[src/design/pbsp_pkg.sv]
package pbsp_pkg;

  localparam int POS_BITS  = 32;
  localparam int MAX_NEST  = 4;
  localparam int DEPTH_W   = $clog2(MAX_NEST + 1);
  localparam int IDX_W     = $clog2(MAX_NEST);
  localparam int FIELD_W   = 29;
  localparam int OUT_DATA_W = 104;

  typedef enum logic [2:0] {
    PH_KEY     = 3'd0,
    PH_VARINT  = 3'd1,
    PH_LENGTH  = 3'd2,
    PH_FIXED   = 3'd3,
    PH_PAYLOAD = 3'd4,
    PH_SKIP    = 3'd5,
    PH_PACKED  = 3'd6
  } phase_t;

  localparam logic [2:0] TK_VARINT  = 3'd0;
  localparam logic [2:0] TK_FIXED32 = 3'd1;
  localparam logic [2:0] TK_FIXED64 = 3'd2;
  localparam logic [2:0] TK_BYTE    = 3'd3;
  localparam logic [2:0] TK_OPEN    = 3'd4;
  localparam logic [2:0] TK_CLOSE   = 3'd5;
  localparam logic [2:0] TK_ERROR   = 3'd6;

  localparam logic [2:0] CTX_MODEL = 3'd0;
  localparam logic [2:0] CTX_GRAPH = 3'd1;
  localparam logic [2:0] CTX_NODE  = 3'd2;
  localparam logic [2:0] CTX_TENSOR = 3'd3;
  localparam logic [2:0] CTX_ATTR  = 3'd4;

  localparam logic [2:0] WT_VARINT = 3'd0;
  localparam logic [2:0] WT_FIX64  = 3'd1;
  localparam logic [2:0] WT_LEN    = 3'd2;
  localparam logic [2:0] WT_FIX32  = 3'd5;

  localparam logic [3:0] ACT_SKIP   = 4'd0;
  localparam logic [3:0] ACT_EMIT   = 4'd1;
  localparam logic [3:0] ACT_PACKED = 4'd2;
  localparam logic [3:0] ACT_OPEN   = 4'd8;

  typedef struct packed {
    phase_t                phase;
    logic [63:0]           acc;
    logic [3:0]            cnt;
    logic [FIELD_W-1:0]    fld;
    logic [2:0]            wtype;
    logic [POS_BITS-1:0]   rem;
    logic [POS_BITS-1:0]   pos;
    logic [DEPTH_W-1:0]    depth;
    logic                  halted;
  } pstate_t;

  typedef struct packed {
    logic                push;
    logic [POS_BITS-1:0] push_end;
    logic [2:0]          push_ctx;
  } push_t;

  typedef struct packed {
    logic [2:0]         kind;
    logic [2:0]         ctx;
    logic [FIELD_W-1:0] fld;
    logic [2:0]         wtype;
    logic [63:0]        value;
    logic               last;
    logic [2:0]         closed;
  } token_t;

  function automatic logic [3:0] classify(input logic [2:0] ctx,
                                          input logic [FIELD_W-1:0] f,
                                          input logic [2:0] w);
    logic [3:0] act;
    act = ACT_SKIP;
    case (ctx)
      CTX_MODEL: begin
        if (f == 29'd1 && w == WT_LEN) act = ACT_OPEN + 4'(CTX_GRAPH);
      end
      CTX_GRAPH: begin
        if (f == 29'd1 && w == WT_LEN) act = ACT_OPEN + 4'(CTX_NODE);
        else if (f == 29'd5 && w == WT_LEN) act = ACT_OPEN + 4'(CTX_TENSOR);
      end
      CTX_NODE: begin
        if (f >= 29'd1 && f <= 29'd4 && w == WT_LEN) act = ACT_EMIT;
        else if (f == 29'd5 && w == WT_LEN) act = ACT_OPEN + 4'(CTX_ATTR);
      end
      CTX_TENSOR: begin
        if (f == 29'd1 && w == WT_VARINT) act = ACT_EMIT;
        else if ((f == 29'd8 || f == 29'd9) && w == WT_LEN) act = ACT_EMIT;
      end
      CTX_ATTR: begin
        if (f == 29'd1 && w == WT_LEN) act = ACT_EMIT;
        else if (f == 29'd2 && w == WT_VARINT) act = ACT_EMIT;
        else if (f == 29'd4 && w == WT_FIX32) act = ACT_EMIT;
        else if (f == 29'd7 && w == WT_LEN) act = ACT_PACKED;
      end
      default: act = ACT_SKIP;
    endcase
    return act;
  endfunction

endpackage

[src/design/pbsp_step.sv]
module pbsp_step
  import pbsp_pkg::*;
(
  input  pstate_t                          st,
  input  logic [MAX_NEST-1:0][POS_BITS-1:0] lend,
  input  logic [MAX_NEST-1:0][2:0]          lctx,
  input  logic                             emit_skipped,
  input  logic [7:0]                       in_byte,
  input  logic                             eos,
  output pstate_t                          nst,
  output push_t                            psh,
  output logic                             have_tok,
  output token_t                           tok
);

  localparam logic [POS_BITS-1:0] POS_MAX = '1;

  logic [IDX_W-1:0]      top_idx;
  logic [2:0]            ctx;
  logic [POS_BITS-1:0]   lim, room, pos1, rem_dec;
  logic [63:0]           vacc, len;
  logic [6:0]            shamt;
  logic                  vdone, vover;
  logic [3:0]            act;
  logic                  perr, err, have, boundary, any_hit;
  logic [2:0]            kind;
  logic [63:0]           value;
  logic                  last;
  logic [MAX_NEST-1:0][POS_BITS-1:0] e;
  logic [MAX_NEST-1:0][2:0]          c;
  logic [MAX_NEST-1:0]               hit;
  logic [2:0]            closed;
  logic [DEPTH_W-1:0]    d2, dfin;
  logic [IDX_W-1:0]      fin_idx;
  logic [2:0]            ctx_fin;

  always_comb begin
    top_idx = IDX_W'(st.depth - DEPTH_W'(1));
    ctx  = (st.depth == '0) ? CTX_MODEL : lctx[top_idx];
    lim  = (st.depth == '0) ? POS_MAX : lend[top_idx];
    pos1 = st.pos + POS_BITS'(1);
    room = (lim >= pos1) ? lim - pos1 : '0;
    rem_dec = (st.rem != '0) ? st.rem - POS_BITS'(1) : '0;
    shamt = 7'(st.cnt) * 7'd7;
    vacc  = st.acc;
    if (st.cnt < 4'd10) vacc = st.acc | (64'(in_byte[6:0]) << shamt[5:0]);
    vdone = ~in_byte[7];
    vover = in_byte[7] && (st.cnt >= 4'd9);
    len   = '0;
    act   = ACT_SKIP;

    nst   = st;
    psh   = '0;
    perr  = 1'b0;
    have  = 1'b0;
    kind  = TK_VARINT;
    value = '0;
    last  = 1'b0;

    if (st.pos == POS_MAX) begin
      perr = 1'b1;
    end else begin
      nst.pos = pos1;
      case (st.phase)
        PH_KEY, PH_VARINT, PH_LENGTH: begin
          nst.acc = vacc;
          if (!vdone) begin
            nst.cnt = st.cnt + 4'd1;
            if (vover) perr = 1'b1;
          end else begin
            nst.acc = '0;
            nst.cnt = '0;
            nst.phase = PH_KEY;
            if (st.phase == PH_KEY) begin
              nst.fld   = vacc[FIELD_W+2:3];
              nst.wtype = vacc[2:0];
              if (vacc[2:0] == WT_VARINT) nst.phase = PH_VARINT;
              else if (vacc[2:0] == WT_LEN) nst.phase = PH_LENGTH;
              else if (vacc[2:0] == WT_FIX64 || vacc[2:0] == WT_FIX32) begin
                len = (vacc[2:0] == WT_FIX64) ? 64'd8 : 64'd4;
                if (len > 64'(room)) perr = 1'b1;
                nst.rem = POS_BITS'(len);
                nst.phase = PH_FIXED;
              end
            end else if (st.phase == PH_VARINT) begin
              if (classify(ctx, st.fld, WT_VARINT) == ACT_EMIT || emit_skipped) begin
                have = 1'b1; kind = TK_VARINT; value = vacc;
              end
            end else begin
              len = vacc;
              act = classify(ctx, st.fld, WT_LEN);
              if (len > 64'(room)) perr = 1'b1;
              else if (act >= ACT_OPEN) begin
                if (st.depth >= DEPTH_W'(MAX_NEST)) perr = 1'b1;
                else begin
                  have = 1'b1; kind = TK_OPEN; value = len;
                  psh.push     = 1'b1;
                  psh.push_end = pos1 + POS_BITS'(len);
                  psh.push_ctx = act[2:0];
                  nst.depth    = st.depth + DEPTH_W'(1);
                end
              end else if (len != '0) begin
                nst.rem = POS_BITS'(len);
                if (act == ACT_PACKED) nst.phase = PH_PACKED;
                else if (act == ACT_EMIT || emit_skipped) nst.phase = PH_PAYLOAD;
                else nst.phase = PH_SKIP;
              end
            end
          end
        end
        PH_FIXED: begin
          nst.acc = st.acc | (64'(in_byte) << {st.cnt[2:0], 3'b000});
          nst.cnt = st.cnt + 4'd1;
          nst.rem = rem_dec;
          if (rem_dec == '0) begin
            if (classify(ctx, st.fld, st.wtype) == ACT_EMIT || emit_skipped) begin
              have = 1'b1;
              kind = (st.wtype == WT_FIX32) ? TK_FIXED32 : TK_FIXED64;
              value = nst.acc;
            end
            nst.acc = '0;
            nst.cnt = '0;
            nst.phase = PH_KEY;
          end
        end
        PH_PAYLOAD, PH_SKIP: begin
          nst.rem = rem_dec;
          if (st.phase == PH_PAYLOAD) begin
            have = 1'b1; kind = TK_BYTE; value = 64'(in_byte); last = (rem_dec == '0);
          end
          if (rem_dec == '0) nst.phase = PH_KEY;
        end
        PH_PACKED: begin
          nst.rem = rem_dec;
          if (vover) perr = 1'b1;
          else if (vdone) begin
            have = 1'b1; kind = TK_VARINT; value = vacc; last = (rem_dec == '0);
            nst.acc = '0;
            nst.cnt = '0;
            if (rem_dec == '0) nst.phase = PH_KEY;
          end else begin
            nst.acc = vacc;
            nst.cnt = st.cnt + 4'd1;
            if (rem_dec == '0) perr = 1'b1;
          end
        end
        default: begin
          nst.phase = PH_KEY;
          nst.acc = '0;
          nst.cnt = '0;
        end
      endcase
    end

    // stack view including this beat's push; ends are nested so hits are the top run
    for (int i = 0; i < MAX_NEST; i++) begin
      e[i] = (psh.push && st.depth == DEPTH_W'(i)) ? psh.push_end : lend[i];
      c[i] = (psh.push && st.depth == DEPTH_W'(i)) ? psh.push_ctx : lctx[i];
      hit[i] = (DEPTH_W'(i) < nst.depth) && (nst.pos >= e[i]);
    end
    any_hit  = |hit;
    boundary = (nst.phase == PH_KEY) && (nst.cnt == '0);
    closed   = '0;
    err      = perr;
    if (!perr) begin
      if (boundary) closed = 3'($countones(hit));
      else if (any_hit) err = 1'b1;
    end
    d2 = nst.depth - DEPTH_W'(closed);
    if (!err && eos) begin
      if (boundary && d2 == '0) nst.pos = '0;
      else err = 1'b1;
    end
    nst.depth = d2;
    dfin = perr ? st.depth : d2;
    fin_idx = IDX_W'(dfin - DEPTH_W'(1));
    ctx_fin = (dfin == '0) ? CTX_MODEL : c[fin_idx];
    if (err) nst.halted = 1'b1;

    have_tok = err || have || (closed != '0);
    tok = '0;
    if (err) begin
      tok.kind   = TK_ERROR;
      tok.ctx    = ctx_fin;
      tok.fld    = nst.fld;
      tok.wtype  = nst.wtype;
    end else if (have) begin
      tok.kind   = kind;
      tok.ctx    = ctx;
      tok.fld    = nst.fld;
      tok.wtype  = nst.wtype;
      tok.value  = value;
      tok.last   = last;
      tok.closed = closed;
    end else begin
      tok.kind   = TK_CLOSE;
      tok.ctx    = ctx_fin;
      tok.closed = closed;
    end
  end

endmodule

[src/design/protobuf_model_stream_parser.sv]
// Latency: a result appears on the master side the cycle after its input beat.
// Throughput: one input beat per cycle; the input side stalls only while a
// held result is not taken.
// Reset (rst, synchronous): parser idle at key, position and depth zero,
// output empty, emit_skipped cleared. The nesting stack is not cleared.
module protobuf_model_stream_parser
  import pbsp_pkg::*;
(
  input  logic                  clk,
  input  logic                  rst,
  input  logic                  s_tvalid,
  output logic                  s_tready,
  input  logic [7:0]            s_tdata,   // in_byte
  input  logic                  s_tlast,   // end_of_stream
  output logic                  m_tvalid,
  input  logic                  m_tready,
  output logic [OUT_DATA_W-1:0] m_tdata,   // context_res, field_number, wtype,
                                           // field_value, levels_closed, zero pad
  output logic [2:0]            m_tuser,   // token_kind
  output logic                  m_tlast,   // last_of_field
  input  logic                  cfg_valid,
  output logic                  cfg_ready,
  input  logic [0:0]            cfg_data   // emit_skipped
);

  pstate_t st, st_next;
  push_t   psh;
  token_t  tok, out_tok;
  logic    have_tok;
  logic    emit_skipped;
  logic    accept;
  logic [MAX_NEST-1:0][POS_BITS-1:0] level_end;
  logic [MAX_NEST-1:0][2:0]          level_ctx;

  assign s_tready  = !m_tvalid || m_tready;
  assign cfg_ready = 1'b1;
  assign accept    = s_tvalid && s_tready;

  pbsp_step u_step (
    .st           (st),
    .lend         (level_end),
    .lctx         (level_ctx),
    .emit_skipped (emit_skipped),
    .in_byte      (s_tdata),
    .eos          (s_tlast),
    .nst          (st_next),
    .psh          (psh),
    .have_tok     (have_tok),
    .tok          (tok)
  );

  always_ff @(posedge clk) begin
    if (rst) begin
      st           <= '0;
      emit_skipped <= 1'b0;
      m_tvalid     <= 1'b0;
    end else begin
      if (cfg_valid) emit_skipped <= cfg_data[0];
      if (accept && !st.halted) st <= st_next;
      if (accept && !st.halted && have_tok) m_tvalid <= 1'b1;
      else if (m_tready) m_tvalid <= 1'b0;
    end
  end

  always_ff @(posedge clk) begin
    if (accept && !st.halted) begin
      if (psh.push) begin
        level_end[IDX_W'(st.depth)] <= psh.push_end;
        level_ctx[IDX_W'(st.depth)] <= psh.push_ctx;
      end
      if (have_tok) out_tok <= tok;
    end
  end

  assign m_tuser = out_tok.kind;
  assign m_tlast = out_tok.last;
  assign m_tdata = {2'b00, out_tok.closed, out_tok.value, out_tok.wtype,
                    out_tok.fld, out_tok.ctx};

endmodule
[config.mk]
export PLATFORM = sky130hd
export DESIGN_NAME = protobuf_model_stream_parser
export DESIGN_NICKNAME = d
export VERILOG_FILES = /design/src/design/pbsp_pkg.sv /design/src/design/pbsp_step.sv /design/src/design/protobuf_model_stream_parser.sv
export SDC_FILE = /design/constraint.sdc
export NUM_CORES = 2
export LEC_CHECK = 0
export ABC_AREA = 0
export BUFFER_PORTS_ARGS = -buffer_cell sky130_fd_sc_hd__buf_2
export CAP_MARGIN = 20
export CORE_UTILIZATION = 47
export CTS_CLUSTER_DIAMETER = 100
export DETAILED_ROUTE_END_ITERATION = 12
export PLACE_DENSITY = 0.67
export RECOVER_POWER = 25
export SETUP_SLACK_MARGIN = 0.2
export SLEW_MARGIN = 0
export SYNTH_ARGS = -nofsm -noshare
export SYNTH_HDL_FRONTEND = slang
export SYNTH_SLANG_ARGS = --single-unit
[constraint.sdc]
create_clock -name clk -period 55.3 [get_ports clk]
set_input_delay 5.53 -clock clk [delete_from_list [all_inputs] [get_ports clk]]
set_output_delay 5.53 -clock clk [all_outputs]
set_load 0.05 [all_outputs]
==> out/summary.md <==
The flow ran to the end, but the final reports show violations. The final reports fail on max-capacitance violations, max-slew violations. The total overflow left after global routing is 0. The sequential cells in the finished layout cover a total of 10,900 µm². The final hold slack was 0.518 ns; the number of instances in the synthesized netlist was 3,421.

The signal arrival time at the worst endpoint is 18.37 ns, and the number of antenna violations at the first check in global routing is 4. Row generation in the floorplan step produced 94 rows. By area the synthesized netlist is led by edfxtp_1 24%, dfxtp_1 11%, ha_1 9.9%, nor2_1 4.3%, mux2i_1 4.0%.

In this run the deepest clock path goes through 3 buffers. The post-detailed-route via-to-cell ratio is 6.55. The post-synthesis instance area came out at 31,300 µm². Together, buffers and inverters on the worst path number 8. Final-layout fill cell count: 6,164.

The startpoint identified for the worst hold timing path is st[0]. The async set or reset register ratio after synthesis was 0. After routing, the total negative slack on setup checks comes to 0 ns. Final layout net count: 3,723. The first global-routing pass estimated 171 mm of wire. The run gives 0 as the count of instances resized after the clock tree is built. After detailed routing, the average wire length per cell comes to 26.4 µm. The worst-case IR drop observed on VDD is 0.0000260 V.

Measured along the y axis, the die boundary spans 260 µm. The worst setup path is of the input pin to flip-flop kind. The number of clock buffers added by TritonCTS is 48. The reg-to-reg critical path startpoint is st[1].

TritonCTS built the clock tree. For the final cell utilization of the core, the log shows 0.521. The most critical setup path has its startpoint at s_tdata[0]. The total design power was 1.00 mW. Counting every sink on the clock net gives 419.

The largest area contributor in the netlist is edfxtp_1. The final route contains 28,514 vias. After detailed routing, the number of remaining DRC violations is 0.

The reported leakage power is 14.2 nW. The clock reaches the later pin of the worst-skew pair after 0.63 ns. Yosys mapped a number of flops with a built-in enable equal to 246. The pre-antenna-repair detailed-routing pass consisted of 8 iterations.

The floorplan die width was 260 µm. For the global router's overall resource usage, the log shows 0.334. In the layout the commonest cells are 356 x nor2_1, 249 x ha_1, 246 x edfxtp_1, 226 x nand2_1, 221 x a21oi_1.

For the pin with the worst max-slew slack, the measured transition is 3.48 ns. The delay contributed by the slowest stage of the critical path is 0.87 ns. Grouping stages by cell kind, the critical path spends the most delay in compound AO/OA/AOI/OAI gates.

For this block, the initial DRC count from the detailed router was 3,366. The area of the multi-input gates is 19,400 µm², and the final worst slack is 37.17 ns. The run gives 126 as the count of pins on the block boundary. The total count of hold-check failures in the final report was 0.

The most common cell after layout, fill and taps aside was nor2_1. The slowest stage of the critical path belongs to the cell a31oi_1. The worst setup path is launched from an input pin. For the count of final max-slew check failures, the log shows 225. During placement, the flow inserted port buffers numbering 122. For the final database, setup skew stands at 0.0341 ns.

The detail route stage leaves a number of antenna-violating nets equal to 0. In this run, synthesis produced a sequential element count of 419. The post-route minimum period was 18.13 ns; the number of cells after detailed placement was 4,264. Via count of the first global-routing pass: 26,982. The power per cell area was 29.2 nW/µm²; the final setup violation count was 0.

The area share of the leading cell type in the synthesized netlist was 0.236; the portion of the post-synthesis area used by sequential elements was 0.346. The tool flagged a number of max-cap violations equal to 4. The required time at the endpoint of the critical path is 55.54 ns, and the maximum level of the CTS H-tree is 2. Once the clock tree was built, the setup fixing pass inserted 0 buffers. The number of hold buffers added after cts is 0, and the number of unique standard cell types used by synthesis is 100.

Before CTS, the worst setup slack after placement is 36.82 ns. Flip-flop cell with the highest count after synthesis: edfxtp_1. Entering global routing, the biggest net connects 72 pins.

For this run, the top clock speed supported by timing is 55.1 MHz. The floorplan step defined a core boundary enclosing 65,900 µm². The run gives 32,800 µm² as the cell area reported after detailed placement. The share of the clock period used by the worst path came out at 0.328. STA classifies the critical path endpoint as a flip-flop.

Wires add up to 115 mm. For this run, the number of Yosys warnings is 0. The post-route non-filler standard cell count was 4,356.

Detailed placement ended at an HPWL of 86.8 mm. The initial cell density of the core came out at 0.476. Compared with the post-synthesis result, the final layout area differs by 9.52%. The logs give -1.32 for the max-slew headroom at the worst pin and 67,700 µm² for the overall die area.

Across all register-to-register paths, the minimum setup slack is 38.95 ns. After routing the design area is 34,300 µm². The clock tree root buffer cell was clkbuf_16. In this run the worst hold path is classified as flip-flop to flip-flop.

Setup repair after global routing left no endpoint under its margin. The clock transition at the registers of the reported paths works out to 0.06 ns. Averaged over all synthesized cells, the footprint is 9.16 µm².

In this run the worst path has a maximum fanout of 71. The share of post-route cells with drive strength above 1 is 0.0942, and the final RePlAce weighted congestion is 1.00.
[layer usage]
| metal | vias to the layer above | GRT usage | part of all wire |
|---|---|---|---|
| li1 | 12984 | - | - |
| met1 | 13758 | 0.432 | 0.41 |
| met2 | 1442 | 0.523 | 0.44 |
| met5 | - | 0 | 0.00011 |
| met4 | 2 | 0.204 | 0.067 |
| met3 | 328 | 0.0530 | 0.080 |
[power by group]
| group | leakage, nW | total, mW | switching, mW | internal, mW |
|---|---|---|---|---|
| registers | 3.58 | 0.360 | 0.0127 | 0.347 |
| clock network | 0.816 | 0.342 | 0.143 | 0.199 |
| logic | 9.82 | 0.302 | 0.219 | 0.0823 |
[sequential cells by signal, indices dropped and copies added (netlist names)]
name and flops:
m_tlast 1, m_tvalid 1, m_tdata 102, emit_skipped 1, level_end 128, m_tuser 3, st 171, level_ctx 12
[synth_stat cells, drive strengths merged, types with 64 or more instances]
library cell,number
o21ai,139
a21oi,229
xnor2,64
nor2,394
a21o,113
nand3,71
nand2,229
dfxtp,173
clkbuf,154
ha,249
mux2i,125
a211oi,95
edfxtp,246
inv,113
a22o,68
a22oi,121
[layout make-up]
class / count / area share
Inverter: 116 / 0.0127
Multi-Input combinational cell: 2689 / 0.564
Clock buffer: 55 / 0.0366
Tap cell: 864 / 0.0315
Sequential cell: 419 / 0.316
Clock inverter: 35 / 0.0128
Antenna cell: 1 / 0.0000729
Timing Repair Buffer: 177 / 0.0263
[worst min-delay path: cells and delay by family, from the launching register on]
kind / cells / cell delay [ns]
AOI/OAI and AO/OA: 1 / 0.05
and+or+nand+nor: 1 / 0.07
DFF: 1 / 0.36
[logic make-up (layout without fill, tap and decap cells)]
family,Yosys count,in the layout,share of synthesized area
buffers and inverters,314,383,0.0402
AO/OA/AOI/OAI,1017,1017,0.224
XOR/XNOR,105,105,0.0298
flip-flops,419,419,0.346
other,2,4,0.000240
AND/OR/NAND/NOR,1134,1134,0.185
adder cells (fa/ha/maj),257,257,0.104
multiplexers,173,173,0.0708
[final timing paths]
check / to / cells after the start
worst max-delay path: m_tdata[17] / 48
worst min-delay path: st[0] / 2
worst min register to register: st[0] / 2
worst max register to register: m_tdata[17] / 56
Note: power is estimated with default switching activity, not from simulation.
